File: config.mk
export PLATFORM = sky130hd
export DESIGN_NAME = ble_adv_signature_matcher_core
export DESIGN_NICKNAME = d
export VERILOG_FILES = /design/src/design/bleasm_pkg.sv /design/src/design/ble_adv_signature_matcher_core.sv
export SDC_FILE = /design/constraint.sdc
export NUM_CORES = 1
export LEC_CHECK = 0
export BUFFER_PORTS_ARGS = -buffer_cell sky130_fd_sc_hd__clkbuf_2
export CAP_MARGIN = 20
export CORE_MARGIN = 2
export CORE_UTILIZATION = 31
export CTS_CLUSTER_SIZE = 25
export DETAILED_ROUTE_END_ITERATION = 8
export GPL_TIMING_DRIVEN = 1
export PLACE_DENSITY = 0.48
export SLEW_MARGIN = 20
export SYNTH_ARGS = -nofsm -noshare
export SYNTH_HDL_FRONTEND = slang
export SYNTH_SLANG_ARGS = --single-unit
File: constraint.sdc
create_clock -name clock -period 4.2 [get_ports clock]
set_clock_uncertainty 0.1 [all_clocks]
set_input_delay 0.42 -clock clock [delete_from_list [all_inputs] [get_ports clock]]
set_output_delay 0.42 -clock clock [all_outputs]
set_load 0.03 [all_outputs]
File: src/design/bleasm_pkg.sv
// ----------------------------------------------------------------------------
// bleasm_pkg
// Shared codes and constants for the BLE advertising signature matcher:
// walk phases, AD types, UUIDs, company IDs, hit bits and result codes.
// ----------------------------------------------------------------------------
package bleasm_pkg;

   // Longest advert walked; bytes beyond it are ignored
   localparam int ADV_BYTES_MAX_DEF = 255;

   // Walk phase codes
   localparam logic [1:0] PH_LEN  = 2'd0;
   localparam logic [1:0] PH_TYPE = 2'd1;
   localparam logic [1:0] PH_BODY = 2'd2;
   localparam logic [1:0] PH_STOP = 2'd3;

   // AD field types
   localparam logic [7:0] KIND_PARTIAL  = 8'h02;
   localparam logic [7:0] KIND_COMPLETE = 8'h03;
   localparam logic [7:0] KIND_SVC      = 8'h16;
   localparam logic [7:0] KIND_MFG      = 8'hFF;

   // 16-bit UUIDs and company identifiers
   localparam logic [15:0] UUID_RID    = 16'hFFFA;
   localparam logic [15:0] UUID_TRK_A  = 16'hFEED;
   localparam logic [15:0] UUID_TRK_B  = 16'hFD5A;
   localparam logic [15:0] UUID_FPAIR  = 16'hFE2C;
   localparam logic [15:0] CO_FINDNET  = 16'h004C;
   localparam logic [15:0] CO_TAGMAKER = 16'h0075;
   localparam logic [15:0] CO_WEAR_A   = 16'h01AB;
   localparam logic [15:0] CO_WEAR_B   = 16'h058E;

   // Single-byte markers
   localparam logic [7:0] RID_APP = 8'h0D;
   localparam logic [7:0] FN_TYPE = 8'h12;
   localparam logic [7:0] FN_LEN  = 8'h19;

   // Hit bit positions
   localparam int HIT_RID       = 0;
   localparam int HIT_FN        = 1;
   localparam int HIT_CO        = 2;
   localparam int HIT_WEAR      = 3;
   localparam int HIT_TRKA      = 4;
   localparam int HIT_TRKB_LIST = 5;
   localparam int HIT_TRKB_SVC  = 6;
   localparam int HIT_FPAIR     = 7;

   // First-seen mark bit positions
   localparam int MARK_RID      = 0;
   localparam int MARK_MFG      = 1;
   localparam int MARK_COMPLETE = 2;
   localparam int MARK_PARTIAL  = 3;

   // Signature codes
   localparam logic [2:0] SIG_NONE     = 3'd0;
   localparam logic [2:0] SIG_RID      = 3'd1;
   localparam logic [2:0] SIG_FINDNET  = 3'd2;
   localparam logic [2:0] SIG_TAGMAKER = 3'd3;
   localparam logic [2:0] SIG_WEAR     = 3'd4;
   localparam logic [2:0] SIG_TRK_A    = 3'd5;
   localparam logic [2:0] SIG_TRK_B    = 3'd6;
   localparam logic [2:0] SIG_FPAIR    = 3'd7;

   // Device class codes
   localparam logic [1:0] CLS_NONE    = 2'd0;
   localparam logic [1:0] CLS_DRONE   = 2'd1;
   localparam logic [1:0] CLS_TRACKER = 2'd2;
   localparam logic [1:0] CLS_GLASSES = 2'd3;

   // Evidence kind codes
   localparam logic [1:0] EVK_NONE = 2'd0;
   localparam logic [1:0] EVK_UUID = 2'd1;
   localparam logic [1:0] EVK_MFG  = 2'd2;

   // One result
   typedef struct packed {
      logic       matched;
      logic [2:0] signature;
      logic [1:0] device_class;
      logic [1:0] evidence_kind;
   } result_type;

endpackage

File: src/design/ble_adv_signature_matcher_core.sv
// ----------------------------------------------------------------------------
// ble_adv_signature_matcher_core
// Walks the length-type-value fields of a BLE advertising payload, one byte
// per request, and on the final byte returns the highest-priority tracker,
// drone or wearable signature seen. Each byte updates the field-walk
// registers as it is taken, and the result of a final byte sits in the
// response register in the cycle after. A request is taken in every cycle
// save a final byte, which waits only while the previous result is untaken.
// ----------------------------------------------------------------------------
module ble_adv_signature_matcher_core #(
   parameter int ADV_BYTES_MAX = bleasm_pkg::ADV_BYTES_MAX_DEF
) (
   input  logic       clock,
   input  logic       reset,
   input  logic       req_valid,
   output logic       req_ready,
   input  logic [7:0] req_adv_byte,
   input  logic       req_last_byte,
   output logic       rsp_valid,
   input  logic       rsp_ready,
   output logic       rsp_matched,
   output logic [2:0] rsp_signature,
   output logic [1:0] rsp_device_class,
   output logic [1:0] rsp_evidence_kind
);

   localparam int CW = $clog2(ADV_BYTES_MAX + 1);

   // Field-walk state
   logic [1:0]  phase_ff, phase_in;
   logic [7:0]  length_ff, length_in;
   logic [7:0]  kind_ff, kind_in;
   logic [7:0]  offset_ff, offset_in;
   logic [23:0] head_ff, head_in;
   logic [7:0]  pair_ff, pair_in;
   logic [7:0]  pending_ff, pending_in;
   logic [7:0]  committed_ff, committed_in;
   logic [3:0]  marks_ff, marks_in;
   logic        active_ff, active_in;
   logic [CW-1:0] count_ff, count_in;

   // Response register
   logic                   rsp_valid_ff, rsp_valid_in;
   bleasm_pkg::result_type rsp_ff, rsp_in;

   logic        take;
   logic        take_last;
   logic [3:0]  mark;
   logic [15:0] word;

   // Hold a final byte only while an untaken result would be overwritten
   assign req_ready = !rsp_valid_ff || rsp_ready || !req_last_byte;
   assign take      = req_valid && req_ready;
   assign take_last = take && req_last_byte;

   // Advance the field walk by one byte
   always_comb begin
      phase_in     = phase_ff;
      length_in    = length_ff;
      kind_in      = kind_ff;
      offset_in    = offset_ff;
      head_in      = head_ff;
      pair_in      = pair_ff;
      pending_in   = pending_ff;
      committed_in = committed_ff;
      marks_in     = marks_ff;
      active_in    = active_ff;
      count_in     = count_ff;
      mark         = 4'd0;
      word         = 16'd0;

      if (take && (count_ff < CW'(ADV_BYTES_MAX))) begin
         count_in = count_ff + CW'(1);
         case (phase_ff)
            bleasm_pkg::PH_LEN: begin
               if (req_adv_byte == 8'd0) begin
                  phase_in = bleasm_pkg::PH_STOP;
               end else begin
                  length_in = req_adv_byte;
                  phase_in  = bleasm_pkg::PH_TYPE;
               end
            end
            bleasm_pkg::PH_TYPE: begin
               kind_in    = req_adv_byte;
               offset_in  = 8'd0;
               head_in    = 24'd0;
               pending_in = 8'd0;
               active_in  = 1'b0;
               if (req_adv_byte == bleasm_pkg::KIND_MFG) begin
                  mark[bleasm_pkg::MARK_MFG] = 1'b1;
               end else if (req_adv_byte == bleasm_pkg::KIND_COMPLETE) begin
                  mark[bleasm_pkg::MARK_COMPLETE] = 1'b1;
               end else if (req_adv_byte == bleasm_pkg::KIND_PARTIAL) begin
                  mark[bleasm_pkg::MARK_PARTIAL] = 1'b1;
               end
               if ((mark != 4'd0) && ((marks_ff & mark) == 4'd0)) begin
                  marks_in  = marks_ff | mark;
                  active_in = 1'b1;
               end
               // A type-only field completes at once with no hits
               if (length_ff == 8'd1) begin
                  phase_in = bleasm_pkg::PH_LEN;
               end else begin
                  phase_in = bleasm_pkg::PH_BODY;
               end
            end
            bleasm_pkg::PH_BODY: begin
               // Capture the first three body bytes
               case (offset_ff)
                  8'd0:    head_in[7:0]   = req_adv_byte;
                  8'd1:    head_in[15:8]  = req_adv_byte;
                  8'd2:    head_in[23:16] = req_adv_byte;
                  default: ;
               endcase

               if ((kind_ff == bleasm_pkg::KIND_MFG) && active_ff && (offset_ff == 8'd3)) begin
                  if ((head_ff[15:0] == bleasm_pkg::CO_FINDNET)
                      && (head_ff[23:16] == bleasm_pkg::FN_TYPE)
                      && (req_adv_byte == bleasm_pkg::FN_LEN)) begin
                     pending_in[bleasm_pkg::HIT_FN] = 1'b1;
                  end else if (head_ff[15:0] == bleasm_pkg::CO_TAGMAKER) begin
                     pending_in[bleasm_pkg::HIT_CO] = 1'b1;
                  end else if ((head_ff[15:0] == bleasm_pkg::CO_WEAR_A)
                               || (head_ff[15:0] == bleasm_pkg::CO_WEAR_B)) begin
                     pending_in[bleasm_pkg::HIT_WEAR] = 1'b1;
                  end
               end else if (kind_ff == bleasm_pkg::KIND_SVC) begin
                  if (offset_ff == 8'd1) begin
                     word = {req_adv_byte, head_ff[7:0]};
                     if (word == bleasm_pkg::UUID_TRK_B) begin
                        pending_in[bleasm_pkg::HIT_TRKB_SVC] = 1'b1;
                     end else if (word == bleasm_pkg::UUID_FPAIR) begin
                        pending_in[bleasm_pkg::HIT_FPAIR] = 1'b1;
                     end else if ((word == bleasm_pkg::UUID_RID)
                                  && !marks_ff[bleasm_pkg::MARK_RID]) begin
                        marks_in[bleasm_pkg::MARK_RID] = 1'b1;
                        active_in = 1'b1;
                     end
                  end else if ((offset_ff == 8'd2) && active_ff
                               && (req_adv_byte == bleasm_pkg::RID_APP)) begin
                     pending_in[bleasm_pkg::HIT_RID] = 1'b1;
                  end
               end else if (((kind_ff == bleasm_pkg::KIND_COMPLETE)
                             || (kind_ff == bleasm_pkg::KIND_PARTIAL)) && active_ff) begin
                  if (!offset_ff[0]) begin
                     pair_in = req_adv_byte;
                  end else begin
                     word = {req_adv_byte, pair_ff};
                     if (word == bleasm_pkg::UUID_TRK_A) begin
                        pending_in[bleasm_pkg::HIT_TRKA] = 1'b1;
                     end else if (word == bleasm_pkg::UUID_TRK_B) begin
                        pending_in[bleasm_pkg::HIT_TRKB_LIST] = 1'b1;
                     end
                  end
               end

               // Commit the field's hits once its last body byte is in
               offset_in = offset_ff + 8'd1;
               if (offset_in >= (length_ff - 8'd1)) begin
                  committed_in = committed_ff | pending_in;
                  pending_in   = 8'd0;
                  phase_in     = bleasm_pkg::PH_LEN;
               end
            end
            default: ;
         endcase
      end

      // Build the result and clear the per-advert state on the final byte
      rsp_in = rsp_ff;
      if (take_last) begin
         rsp_in.signature     = bleasm_pkg::SIG_NONE;
         rsp_in.device_class  = bleasm_pkg::CLS_NONE;
         rsp_in.evidence_kind = bleasm_pkg::EVK_NONE;
         if (committed_in[bleasm_pkg::HIT_RID]) begin
            rsp_in.signature     = bleasm_pkg::SIG_RID;
            rsp_in.device_class  = bleasm_pkg::CLS_DRONE;
            rsp_in.evidence_kind = bleasm_pkg::EVK_UUID;
         end else if (committed_in[bleasm_pkg::HIT_FN]) begin
            rsp_in.signature     = bleasm_pkg::SIG_FINDNET;
            rsp_in.device_class  = bleasm_pkg::CLS_TRACKER;
            rsp_in.evidence_kind = bleasm_pkg::EVK_MFG;
         end else if (committed_in[bleasm_pkg::HIT_CO]) begin
            rsp_in.signature     = bleasm_pkg::SIG_TAGMAKER;
            rsp_in.device_class  = bleasm_pkg::CLS_TRACKER;
            rsp_in.evidence_kind = bleasm_pkg::EVK_MFG;
         end else if (committed_in[bleasm_pkg::HIT_WEAR]) begin
            rsp_in.signature     = bleasm_pkg::SIG_WEAR;
            rsp_in.device_class  = bleasm_pkg::CLS_GLASSES;
            rsp_in.evidence_kind = bleasm_pkg::EVK_MFG;
         end else if (committed_in[bleasm_pkg::HIT_TRKA]) begin
            rsp_in.signature     = bleasm_pkg::SIG_TRK_A;
            rsp_in.device_class  = bleasm_pkg::CLS_TRACKER;
            rsp_in.evidence_kind = bleasm_pkg::EVK_UUID;
         end else if (committed_in[bleasm_pkg::HIT_TRKB_LIST]
                      || committed_in[bleasm_pkg::HIT_TRKB_SVC]) begin
            rsp_in.signature     = bleasm_pkg::SIG_TRK_B;
            rsp_in.device_class  = bleasm_pkg::CLS_TRACKER;
            rsp_in.evidence_kind = bleasm_pkg::EVK_UUID;
         end else if (committed_in[bleasm_pkg::HIT_FPAIR]) begin
            rsp_in.signature     = bleasm_pkg::SIG_FPAIR;
            rsp_in.device_class  = bleasm_pkg::CLS_TRACKER;
            rsp_in.evidence_kind = bleasm_pkg::EVK_UUID;
         end
         rsp_in.matched = (rsp_in.signature != bleasm_pkg::SIG_NONE);

         phase_in     = bleasm_pkg::PH_LEN;
         length_in    = 8'd0;
         kind_in      = 8'd0;
         offset_in    = 8'd0;
         head_in      = 24'd0;
         pair_in      = 8'd0;
         pending_in   = 8'd0;
         committed_in = 8'd0;
         marks_in     = 4'd0;
         active_in    = 1'b0;
         count_in     = '0;
      end

      rsp_valid_in = take_last || (rsp_valid_ff && !rsp_ready);
   end

   // Update walk state and response valid
   always_ff @(posedge clock) begin
      if (reset) begin
         phase_ff     <= bleasm_pkg::PH_LEN;
         length_ff    <= 8'd0;
         kind_ff      <= 8'd0;
         offset_ff    <= 8'd0;
         head_ff      <= 24'd0;
         pair_ff      <= 8'd0;
         pending_ff   <= 8'd0;
         committed_ff <= 8'd0;
         marks_ff     <= 4'd0;
         active_ff    <= 1'b0;
         count_ff     <= '0;
         rsp_valid_ff <= 1'b0;
      end else begin
         phase_ff     <= phase_in;
         length_ff    <= length_in;
         kind_ff      <= kind_in;
         offset_ff    <= offset_in;
         head_ff      <= head_in;
         pair_ff      <= pair_in;
         pending_ff   <= pending_in;
         committed_ff <= committed_in;
         marks_ff     <= marks_in;
         active_ff    <= active_in;
         count_ff     <= count_in;
         rsp_valid_ff <= rsp_valid_in;
      end
   end

   // Hold the response payload
   always_ff @(posedge clock) begin
      rsp_ff <= rsp_in;
   end

   assign rsp_valid         = rsp_valid_ff;
   assign rsp_matched       = rsp_ff.matched;
   assign rsp_signature     = rsp_ff.signature;
   assign rsp_device_class  = rsp_ff.device_class;
   assign rsp_evidence_kind = rsp_ff.evidence_kind;

`ifndef SYNTHESIS
   // The match flag agrees with the signature code
   a_matched_code : assert property (@(posedge clock) disable iff (reset)
      rsp_valid_ff |-> (rsp_ff.matched == (rsp_ff.signature != bleasm_pkg::SIG_NONE)))
      else $error("matched flag disagrees with signature");

   // A final byte leaves the walk cleared for the next advert
   a_clear_after_last : assert property (@(posedge clock) disable iff (reset)
      take_last |=> ((phase_ff == bleasm_pkg::PH_LEN) && (committed_ff == 8'd0)
                     && (marks_ff == 4'd0) && (count_ff == '0)))
      else $error("per-advert state not cleared after final byte");

   // Uncommitted hits exist only inside a field body
   a_pending_in_body : assert property (@(posedge clock) disable iff (reset)
      (pending_ff != 8'd0) |-> (phase_ff == bleasm_pkg::PH_BODY))
      else $error("pending hits outside a field body");

   // The byte count never passes the advert limit
   a_count_limit : assert property (@(posedge clock) disable iff (reset)
      count_ff <= CW'(ADV_BYTES_MAX))
      else $error("byte count beyond advert limit");
`endif

endmodule

==> impl_results.md, run 1 <==
- Most frequent cells in the layout: 94 x nor2_1, 88 x dfxtp_1, 33 x nand2_1, 28 x a21oi_1, 28 x a22oi_1
- CP arrival: 3540 ps
- Via count: just over 4k
- Routed WL per cell: roughly 18 um
- Final Cycle Share: 82.1%
- Worst hold path class: in2reg
- EDFF count, synth: 8
- Final Worst Setup Slack: about 750 ps
- Ys async rst share: 0%
- Worst slew margin: between 40% and 50%
- Post-CTS Setup Inserts: 0
- Clock root cell: clkbuf_16
- TritonRoute pass-1 iters: 5
- Mux cell area share after synthesis: under 10%
- Starting Density: 31.8%
- Synth Warn #: 0
- Vias per cell: roughly 5.3
- Post-CTS resize count: 0
- Initial antenna violation count: 0
- Critical path class: reg2reg
- Final nets: approximately 590
- Post-DP HPWL: just under 10000 um
- Unique masters post-synth: 65
- Drt initial violations: ~250
- Max-cap viol count: 0
- Area of the die: between 15000 and 20000 sq um
- Pwr Density: approximately 370 nW/um^2
- Largest family of logic cells by synthesized area: simple AND/OR/NAND/NOR gates
- # rows: 45
- Hold Fails Final Rpt: 0
- Simple-Gate Fraction of Synth Area: 26.5%
- Max-slew violations: 0
- TritonCTS Buffers: 9
- Ant diodes: 0
- Leak: 2.08 nW
- Share of the synthesized area in the top cell type: 36.4%
- Syn Nets: 580
- Commonest non-fill, non-tap cell in the layout: nor2_1
- Vias in the first global route: between 3k and 4k
- Worst slew pin tran: 765 ps
- CP startpoint kind: flip-flop
- Clk buf depth: 2
- Largest net degree at the start of global routing: 38
- RSZ-0062 raised after global routing: false
- Placed Instances: between 700 and 800
- First-pass GRT wire length: between 20000 and 25000 um
- Cts hold-fix bufs: 0
- Core footprint: 15300 sq um
- Final wirelength: around 14000 um
- Area after DPL: slightly above 5000 sq um
- Mean area per synthesized cell: between 8 and 9 sq um
- Post-route insts no fill: approximately 770
- Clock latency on the worst-skew pair: ~350 ps
- #FFs+latches synth: 96
- Clock Pin Slew Worst Setup and Hold Paths: 70 ps
- Largest cells by area after synthesis: dfxtp_1 36%, nor2_1 7.3%, edfxtp_1 5.0%
- Critical path endpoint category: flip-flop
- Clock sinks: 96
- Layout filler cell count: 1597
- Die height: between 100 and 150 um
- Final ANT Viol Nets: 0
- Grt total ovfl: 0
- Post-synthesis sequential area ratio: between 40% and 50%
- Post-layout min period: 3450 ps
- Main flop type after synthesis: dfxtp_1
- Setup WS pre-CTS: slightly above 800 ps
- Cells after Synth: approximately 550
- Port bufs: 22
- XOR/XNOR Fraction of Synth Area: 3.43%
- Outcome: completed
- Final GP Congestion: 0.852
- Finished Cell Area: 5410 sq um
- Adder-cell share of the synthesized area: 4.65%
- Share of cells above drive strength 1: between 10% and 20%
- Final setup vio count: 0
- FMAX: approximately 290 MHz
- Synth Area in Compound Gates: between 10% and 20%
- Die W: around 130 um
- CP max FO: 8
- I/O Pins: 23
- Util after Layout: between 30% and 40%
- Post-synth top area cell: dfxtp_1
- Clock tree from TritonCTS: yes
- Peak supply drop: a little over 0.0002 V
- Critical Path RT: between 4000 and 5000 ps
- GR Util All Layers: 17.2%
- # DRC: 0
- H-tree depth: 3
- Setup_tns: 0 ps
- Mapped cell area: roughly 4800 sq um
- Area grow syn2layout: 11.7%
Yosys cell counts, types with 13 or more instances:
library cell  instances
nand2_1              33
a22oi_1              28
clkbuf_1             20
nand3_1              22
nor2_1               94
inv_1                13
mux2i_1              15
dfxtp_1              88
ha_1                 18
a21oi_1              28
and3_1               15
critical path, cell delays in order, from the launching register on:
cell,delay [ps]
dfxtp_1,480
ha_1,320
nand3_1,180
nor2_1,170
xor2_1,220
ha_1,280
o211ai_1,290
o311ai_4,220
a31oi_1,590
inv_1,200
a211oi_2,230
kinds of logic after synthesis:
group | Yosys count
compound gates | 116
xor+xnor | 19
fa+ha+maj | 18
buf+inv | 43
flops | 96
mux | 15
simple gates | 242
final cells by class:
| type | instances | area [sq um] | area share [%] |
|---|---|---|---|
| well taps | 211 | 264 | 4.88 |
| repair buffers | 25 | 133 | 2.45 |
| clock buffers | 9 | 225 | 4.16 |
| flip-flops and latches | 96 | 2000 | 37.0 |
| clock inverters | 7 | 70.1 | 1.29 |
| multi-input cells | 410 | 2670 | 49.3 |
| inverters | 13 | 48.8 | 0.902 |
routing by layer:
layer | up-vias | part of all wire, % | track usage [%]
li1 | 2002 | - | -
met1 | 1997 | 49 | 23.6
met2 | 90 | 45 | 27.4
met3 | 24 | 3.4 | 2.56
met4 | 0 | 2.4 | 6.65
met5 | - | 0 | 0
sequential cells by signal, summed over array words and instances (netlist names):
name	flops
offset_ff	8
rsp_evidence_kind	2
pending_ff	8
head_ff	24
length_ff	8
kind_ff	8
pair_ff	8
committed_ff	8
rsp_matched	1
rsp_device_class	2
rsp_valid	1
phase_ff	2
marks_ff	4
rsp_signature	3
active_ff	1
count_ff	8
through the flow:
stage | hold slack, ps | power [mW]
3_3_place_gp | 342 | 1.20
2_1_floorplan | 328 | 1.13
4_1_cts | 139 | 2.05
3_5_place_dp | 345 | 1.20
6_report | 149 | 2.02
5_1_grt | 157 | 2.11
power by group:
group | total (mW) | switching, mW | internal [mW]
registers | 0.954 | 0.0161 | 0.938
clock network | 0.843 | 0.379 | 0.463
logic | 0.228 | 0.155 | 0.0727
total | 2.02 | 0.550 | 1.47
final timing paths:
| check | cells after the start | start | slack [ps] | to |
|---|---|---|---|---|
| max | 10 | offset_ff[0] | 750 | rsp_signature[2] |
| min | 2 | reset | 150 | rsp_valid |
| max reg2reg | 10 | offset_ff[0] | 750 | rsp_signature[2] |
| min reg2reg | 1 | committed_ff[6] | 360 | committed_ff[6] |
Note: power is estimated with default switching activity, not from simulation.
==> run 2: changes to the inputs <==
--- a/config.mk
+++ b/config.mk
@@ -12,7 +12,7 @@
 export CTS_CLUSTER_SIZE = 25
 export DETAILED_ROUTE_END_ITERATION = 8
 export GPL_TIMING_DRIVEN = 1
-export PLACE_DENSITY = 0.48
+export PLACE_DENSITY = 0.5
 export SLEW_MARGIN = 20
 export SYNTH_ARGS = -nofsm -noshare
 export SYNTH_HDL_FRONTEND = slang
==> constraint.sdc (replaced) <==
create_clock -name clock -period 2.8 [get_ports clock]
set_clock_uncertainty 0.1 [all_clocks]
set_input_delay 0.28 -clock clock [delete_from_list [all_inputs] [get_ports clock]]
set_output_delay 0.28 -clock clock [all_outputs]
set_load 0.03 [all_outputs]
==> impl_results.md, run 2 (synthesized netlist as in run 1, its figures left out) <==
- GR Util All Layers: 17.3% (+0.15 points)
- Worst hold path class: in2reg
- Clock root cell: clkbuf_16
- # rows: 45 (unchanged)
- Largest net degree at the start of global routing: 46 (+21%)
- Critical Path RT: 2880 ps (-1410 ps)
- Critical R2R Capture: rsp_signature[2]
- Placed Instances: 798 (+5.7%)
- Final GP Congestion: 0.828 (-2.9%)
- Drt initial violations: 264 (+3.9%)
- Leak: 2.37 nW (+14%)
- Final nets: 641 (+9.4%)
- CP max FO: 6 (-2)
- Pwr Density: 502 nW/um^2 (+34%)
- Initial antenna violation count: 0 (unchanged)
- H-tree depth: 3 (unchanged)
- Total Power: 3.04 mW (+50%)
- Clock tree from TritonCTS: yes
- Clock latency on the worst-skew pair: 350 ps (about the same)
- Crit path from: offset_ff[0]
- Failing checks: setup timing
- FMAX: 342 MHz (+18%)
- Area after DPL: 5470 sq um (+6.9%)
- Clock Pin Slew Worst Setup and Hold Paths: 60 ps (about the same)
- Final ANT Viol Nets: 0 (unchanged)
- Cts hold-fix bufs: 0 (unchanged)
- Max-cap viol count: 0 (unchanged)
- Post-route insts no fill: 826 (+7.1%)
- Routed WL per cell: 16.8 um (-4.8%)
- Share of cells above drive strength 1: 24.1% (+14 points)
- I/O Pins: 23 (unchanged)
- Final wirelength: 13800 um (+2.0%)
- CP endpoint: rsp_signature[2]
- # DRC: 0 (unchanged)
- Worst slew pin tran: 787 ps (+22.1 ps)
- Max-slew violations: 0 (unchanged)
- Post-layout min period: 2930 ps (-520 ps)
- First-pass GRT wire length: 22500 um (+2.9%)
- Setup_tns: -748 ps (-748 ps)
- CP startpoint kind: flip-flop
- Hold Fails Final Rpt: 0 (unchanged)
- Final Worst Setup Slack: -127 ps (-880 ps)
- Peak supply drop: 0.000292 V (+44%)
- Worst slew margin: 47.4% (-1.6 points)
- Ant diodes: 0 (unchanged)
- TritonRoute pass-1 iters: 4 (-1)
- Clock sinks: 96 (unchanged)
- Vias per cell: 5.22 (-2.2%)
- Hold WS: 23.5 ps (-126 ps)
- Die height: 129 um (unchanged)
- Setup WS pre-CTS: -237 ps (-1060 ps)
- Max reg flops: 24 (unchanged)
- Vias in the first global route: 4253 (+6.9%)
- Critical path endpoint category: flip-flop
- Reg2reg path depth: 12 (+2)
- Final Cycle Share: 105% (+22 points)
- Clk buf depth: 2 (unchanged)
- Util after Layout: 39.6% (+4.1 points)
- Final setup vio count: 8 (+8)
- Starting Density: 31.8% (unchanged)
- Via count: 4309 (+4.8%)
- Area of the die: 16600 sq um (unchanged)
- Post-DP HPWL: 9970 um (+3.4%)
- Port bufs: 22 (unchanged)
- Flop-to-flop setup slack: -130 ps (-880 ps)
- TritonCTS Buffers: 9 (unchanged)
- Critical path class: reg2reg
- Finished Cell Area: 6040 sq um (+12%)
- Most frequent cells in the layout: 90 x nor2_1, 83 x dfxtp_1, 51 x buf_4, 33 x nand2_1, 28 x a22oi_1
- Area grow syn2layout: 24.7%
- Most flops, register: head_ff
- Grt total ovfl: 0 (unchanged)
- FF-to-FF Start: offset_ff[0]
- Commonest non-fill, non-tap cell in the layout: nor2_1
- Outcome: finished with violations
- CP arrival: 3010 ps (-530 ps)
- Core footprint: 15300 sq um (unchanged)
- RSZ-0062 raised after global routing: true
- Die W: 129 um (unchanged)
-- run 2: area by class of cell --
class | instances | area, sq um
Clock buffer | 14 | 274
Clock inverter | 2 | 12.5
Fill cell | 1531 | 9220
Inverter | 13 | 48.8
Multi-Input combinational cell | 410 | 2860
Sequential cell | 96 | 2010
Tap cell | 211 | 264
Timing Repair Buffer | 80 | 581
-- run 2: worst min-delay path by stage --
stage	start	to	slack, ps	depth (start not counted)
2_1_floorplan	reset	rsp_valid	250	1
3_3_place_gp	committed_ff[6]	committed_ff[6]	350	1
3_5_place_dp	committed_ff[6]	committed_ff[6]	350	1
4_1_cts	reset	rsp_valid	10	2
5_1_grt	reset	rsp_valid	20	2
6_report	reset	rsp_valid	20	2
-- run 2: critical path: stages (launching register included) --
cell and delay [ps]:
dfxtp_2 330, and3_4 170, and3_4 180, and3_4 180
xor2_2 140, ha_1 300, nand4_1 120, buf_4 160
o311ai_4 360, nand2_1 140, buf_6 160, o21a_4 200
a211oi_2 210
-- run 2: metal layers --
| metal | GRT usage, % | routed length, um | share of wire (%) | vias up |
|---|---|---|---|---|
| li1 | - | - | - | 2115 |
| met1 | 23.5 | 6490 | 47 | 2093 |
| met2 | 28.0 | 6510 | 47 | 84 |
| met3 | 3.96 | 608 | 4.4 | 17 |
| met4 | 4.54 | 227 | 1.6 | 0 |
| met5 | 0 | 0 | 0 | - |
-- run 2: repair_timing --
item | CTS | global route
setup buffers | 8 | 4
endpoints found under the setup margin | 10 | 24
pin swaps | 17 | 20
resized for setup | 9 | 38
cloned | 0 | 1
-- run 2: power breakdown --
| group | leakage (nW) | switching [mW] | internal, mW |
|---|---|---|---|
| clock network | 0.139 | 0.526 | 0.675 |
| logic | 1.44 | 0.247 | 0.159 |
| registers | 0.791 | 0.0209 | 1.41 |
